File: src/hdl/pmf_pkg.sv
// Shared types, constants and median functions for the 5x5 pseudo-median filter.
// Used by pmf_lane, pseudo_median_5x5_filter and the testbench; depends on nothing else.
`timescale 1ns / 1ps

package pmf_pkg;

    // Pixel channel and window shapes.
    localparam int CHANNEL_BITS = 8;
    localparam int NUM_CHANNELS = 3;
    localparam int WIN_SIZE     = 5;
    localparam int WIN_ELEMS    = WIN_SIZE * WIN_SIZE;
    localparam int NINE         = 9;
    localparam int NINE_OFS_1   = 8;
    localparam int NINE_OFS_2   = 16;
    localparam int EDGE_MARGIN  = 2;
    localparam int FIRST_FILT   = 4;
    localparam int NUM_BANKS    = 4;
    localparam int BANK_BITS    = 2;

    // Frame size limits.
    localparam int CFG_BITS  = 11;
    localparam int ROW_BITS  = 10;
    localparam int ROW_LIMIT = 1024;
    localparam int OUT_BITS  = 10;

    // Result queue sizing.
    localparam int MAX_RESULTS = 2;
    localparam int FIFO_DEPTH  = 8;
    localparam int FIFO_AW     = 3;
    localparam int FIFO_CW     = 4;
    localparam int FIFO_LIMIT  = FIFO_DEPTH - 2 * MAX_RESULTS;

    typedef logic [CHANNEL_BITS-1:0]                   t_chan;
    typedef logic [NUM_CHANNELS-1:0][CHANNEL_BITS-1:0] t_rgb;
    typedef logic [WIN_SIZE-1:0][CHANNEL_BITS-1:0]     t_col;
    typedef logic [WIN_ELEMS-1:0][CHANNEL_BITS-1:0]    t_win;
    typedef logic [NINE-1:0][CHANNEL_BITS-1:0]         t_nine;

    // Configuration register indexes.
    typedef enum logic [1:0] {
        CFG_IMAGE_WIDTH  = 2'd0,
        CFG_IMAGE_HEIGHT = 2'd1
    } t_cfg_idx;

    // One result item as held in the output queue.
    typedef struct packed {
        logic [OUT_BITS-1:0] row;
        logic [OUT_BITS-1:0] col;
        t_rgb                px;
        logic                last;
    } t_result;

    function automatic t_chan med3(input t_chan a, input t_chan b, input t_chan c);
        t_chan m;
        if (a < b) begin
            m = (b < c) ? b : ((c < a) ? a : c);
        end else begin
            m = (c < b) ? b : ((a < c) ? a : c);
        end
        return m;
    endfunction

    function automatic t_chan med9(input t_nine s);
        return med3(med3(s[0], s[3], s[6]), med3(s[7], s[1], s[4]),
                    med3(s[5], s[8], s[2]));
    endfunction

    function automatic t_chan med25(input t_win v);
        return med3(med9(v[8:0]), med9(v[16:8]), med9(v[24:16]));
    endfunction

endpackage

File: src/hdl/pmf_lane.sv
// One channel lane: 5x5 window register and the median-of-medians network.
// Depends on pmf_pkg for types and the median functions.
`timescale 1ns / 1ps

module pmf_lane (
    input  logic           i_clk,
    input  logic           i_adv,
    input  logic           i_filt,
    input  pmf_pkg::t_col  i_col,
    output pmf_pkg::t_chan o_med
);

    pmf_pkg::t_win  r_win;
    pmf_pkg::t_win  n_win;
    pmf_pkg::t_win  w_shift;
    pmf_pkg::t_chan w_med;

    // Shift the window left by one column and bring in the new column.
    always_comb begin
        for (int i = 0; i < pmf_pkg::WIN_SIZE; i++) begin
            for (int j = 0; j < pmf_pkg::WIN_SIZE; j++) begin
                if (j == pmf_pkg::WIN_SIZE - 1) begin
                    w_shift[i * pmf_pkg::WIN_SIZE + j] = i_col[i];
                end else begin
                    w_shift[i * pmf_pkg::WIN_SIZE + j] = r_win[i * pmf_pkg::WIN_SIZE + j + 1];
                end
            end
        end
    end

    // The filtered center is written back so later windows see it.
    always_comb begin
        w_med = pmf_pkg::med25(w_shift);
        n_win = w_shift;
        if (i_filt) begin
            n_win[pmf_pkg::WIN_ELEMS / 2] = w_med;
        end
    end

    always_ff @(posedge i_clk) begin
        if (i_adv) begin
            r_win <= n_win;
        end
    end

    assign o_med = w_med;

endmodule

File: config.mk
export PLATFORM = sky130hd
export DESIGN_NAME = pmf_lane
export DESIGN_NICKNAME = d
export VERILOG_FILES = /design/src/hdl/pmf_pkg.sv /design/src/hdl/pmf_lane.sv
export SDC_FILE = /design/constraint.sdc
export NUM_CORES = 1
export LEC_CHECK = 0
export CELL_PAD_IN_SITES_DETAIL_PLACEMENT = 0
export CELL_PAD_IN_SITES_GLOBAL_PLACEMENT = 2
export CORE_MARGIN = 2
export CORE_UTILIZATION = 46
export DETAILED_ROUTE_END_ITERATION = 10
export DONT_BUFFER_PORTS = 1
export HOLD_SLACK_MARGIN = 0.05
export MAX_ROUTING_LAYER = met4
export PLACE_DENSITY = 0.84
export SLEW_MARGIN = 20
export SYNTH_ARGS = -nofsm -noshare
export SYNTH_HDL_FRONTEND = slang
export SYNTH_SLANG_ARGS = --single-unit
File: constraint.sdc
create_clock -name i_clk -period 14.6 [get_ports i_clk]
set_input_delay 2.19 -clock i_clk [delete_from_list [all_inputs] [get_ports i_clk]]
set_output_delay 2.19 -clock i_clk [all_outputs]
set_load 0.01 [all_outputs]
==> summary.txt <==
Status
  – Run status: complete, no violations

Placed design
  – Routability cong.: 0.900
  – Hpwl dp: roughly 37 mm
  – Port Buffers: 0

Yosys
  – Synth Net Count: 1938
  – Synth Area in XOR/XNOR: 0
  – Post-Syn Instances: ~1600
  – Ys flop type: edfxtp_1
  – Seq/Total Area, Yosys: 0.313
  – Post-synthesis mux area share: 0.0478
  – Synth Register Bits: 160
  – Area share of fa/ha/maj cells after synthesis: 0.244
  – Post-Syn Area: about 15000 sq um
  – Async SR Flop Fraction: 0
  – Yosys warns: 0
  – Main combinational cell family by area after synthesis: adder cells
  – Compound-Gate Fraction of Synth Area: 0.230
  – Synthesized area per cell: 9.61 sq um
  – Synth unique cells: 78
  – Simple-gate share of the synthesized area: 0.109
  – Post-synth EDFFs: 160

Setup path
  – CP Capture Type: output pin
  – R2r setup slk: roughly 5.5 ns
  – Critical path data required time: 12.41 ns
  – CP max FO: 13
  – Worst setup SP type: input port
  – Worst Setup Path Type: input port to output pin
  – Data arrival time of the worst path: 9.95 ns

Detailed routing
  – Final antenna-violating net count: 0
  – Drt drc: 0
  – Vias per std cell: 6.21
  – Initial DRC Count: just over 1000
  – DR vias: 12800
  – Drt first pass iters: 6
  – WL/cell: roughly 23 microns
  – WL final: between 40 and 50 mm

Clock network
  – H-tree depth: 4
  – Hold buffer count at CTS: 0
  – Post-CTS Setup Repair Bufs: 0
  – Reg clk slew, reported paths: around 0.070 ns
  – CTS-repair resized insts: 0
  – Root Buffer: clkbuf_16
  – CTS buffer count: 17
  – Clock sinks: 160
  – CTS tree: yes
  – Clock Path Buffers: 2
  – Clk_lat worst skew: 0.46 ns

Floorplan
  – Die area: 34800 sq um
  – Initial Util: 0.469
  – # IOs: 51
  – Die width: approximately 190 microns
  – Die Height: 187 microns
  – Row cnt: between 60 and 70
  – Core footprint: 32700 sq um

Global route
  – First-pass GRT wire length: 73.1 mm
  – Pin count of the biggest net entering global routing: 161
  – Congestion Overflow GR: 0
  – Vias in the first global route: between 10000 and 15000
  – Antenna violations before repair: 0
  – All-layer global routing usage: 0.280

STA
  – Minimum clock period: 12.14 ns
  – Tcrit/Tclk final: 0.832
  – Slew HR: 0.357
  – Worst Tran Pin Value: 0.961 ns
  – Highest Clock Rate: 82.3 MHz
  – Final setup fails: 0
  – Post-Route Skew: roughly 0.015 ns
  – Hold Fails Final Rpt: 0
  – Min Hold Slack: 0.454 ns
  – Setup TNS: 0 ns
  – Final Slew Violations: 0
  – RSZ-0062 raised after global routing: false

Layout
  – Layout area overhead: 7.26%
  – Multi-input logic area: 9680 sq um
  – Diodes inserted: 0
  – Final nets: 1949
  – Filler instances: 3090
  – Share of cells above drive strength 1: 0.0531
  – Reg area: 4800 sq um

Worst hold path
  – Hold Crit Class: register to register

Run
  – Max-cap viol count: 0
[cell type report]
class | instances | area share
inverters | 216 | 0.0493
flip-flops and latches | 160 | 0.292
clock buffers | 19 | 0.0263
clock inverters | 13 | 0.00852
repair buffers | 5 | 0.00213
well taps | 442 | 0.0336
multi-input cells | 1207 | 0.588
[worst paths after layout]
kind,start,to,cells after the start
max reg2reg,n_win[71],n_win[94],29
min reg2reg,n_win[26],n_win[18],0
max,i_col[7],o_med[2],28
min,n_win[26],n_win[18],0
[kinds of logic after synthesis]
family,after synthesis
compound gates,495
simple gates,343
fa+ha+maj,299
buf+inv,229
flops,160
mux,70
[Yosys cell counts, drive strengths merged (3+ instances only)]
| library cell | number | area share |
|---|---|---|
| o21a | 24 | 0.012 |
| a221oi | 7 | 0.0052 |
| o221a | 11 | 0.0081 |
| nor2 | 82 | 0.020 |
| o31ai | 4 | 0.0020 |
| o22ai | 12 | 0.0049 |
| o22a | 18 | 0.010 |
| nor2b | 24 | 0.0098 |
| a21o | 47 | 0.023 |
| a211o | 9 | 0.0051 |
| a21boi | 4 | 0.0020 |
| a222oi | 9 | 0.0059 |
| o2111ai | 12 | 0.0073 |
| buf | 5 | 0.0015 |
| o211ai | 17 | 0.0083 |
| a2bb2oi | 4 | 0.0023 |
| and3 | 6 | 0.0024 |
| nand4 | 43 | 0.018 |
| a21oi | 111 | 0.036 |
| ha | 299 | 0.24 |
| mux2 | 20 | 0.015 |
| mux2i | 50 | 0.033 |
| o21ai | 77 | 0.026 |
| inv | 214 | 0.052 |
| nor3 | 20 | 0.0065 |
| o32a | 3 | 0.0020 |
| a22oi | 23 | 0.011 |
| o32ai | 5 | 0.0029 |
| nand2 | 93 | 0.023 |
| a32oi | 7 | 0.0040 |
| or2 | 8 | 0.0033 |
| nand3 | 25 | 0.0082 |
| a31oi | 8 | 0.0046 |
| a211oi | 25 | 0.012 |
| and4 | 4 | 0.0023 |
| nand2b | 19 | 0.0077 |
| clkbuf | 8 | 0.0020 |
| o21bai | 9 | 0.0044 |
| o221ai | 26 | 0.015 |
| and2 | 9 | 0.0037 |
| a2111oi | 6 | 0.0042 |
| edfxtp | 160 | 0.31 |
[flip-flops by register name, summed over array words and instances, names as in the netlist]
signal  count
n_win     152
r_win       8
[through the flow]
stage	util	worst slack, ns	std cells	cell area, sq um
floorplan	-	3.86	1596	15300
global route	0.503	1.72	2062	16500
finish	0.503	2.46	2062	16500
CTS	0.503	2.39	2061	16400
global placement	0.485	2.64	2029	15900
detailed placement	0.485	2.41	2029	15900
[metal layers]
layer / global-route usage / routed length, microns
met2: 0.444 / 21800
met3: 0.0416 / 2660
met5: - / 0
met1: 0.371 / 21400
met4: 0.0806 / 1070
[critical path, cell delays in order]
cell	delay [ns]
inv_1	0.02
ha_1	0.32
and2_1	0.16
a221oi_1	0.52
nor2_1	0.10
a221oi_1	0.62
mux2i_1	0.21
o22a_1	0.21
o21ai_0	0.22
ha_1	0.35
o21a_1	0.12
o21a_1	0.16
o21bai_1	0.14
and2_1	0.42
or2_2	0.23
nand2_1	0.13
o22ai_1	0.19
a21oi_1	0.06
mux2i_1	0.38
inv_1	0.14
ha_1	0.29
o21ai_0	0.18
a21oi_1	0.11
a221oi_1	0.58
a21boi_0	0.53
a31o_2	0.39
mux2_4	0.34
a222oi_1	0.62
[cell usage in the layout, fill, tap and decap left out, types with 25 or more instances in the layout]
cell type | netlist | final
a211oi_1 | 25 | 25
nand3_1 | 25 | 25
edfxtp_1 | 160 | 160
a21o_1 | 47 | 47
mux2i_1 | 50 | 50
nand4_1 | 43 | 43
o21ai_0 | 67 | 67
ha_1 | 299 | 299
nand2_1 | 93 | 93
a21oi_1 | 110 | 110
inv_1 | 213 | 213
o221ai_1 | 26 | 26
nor2_1 | 82 | 82
Power is left out: the tool's default activity adds up to more than one toggle a clock period on the data nets, which glitch-free logic cannot reach.
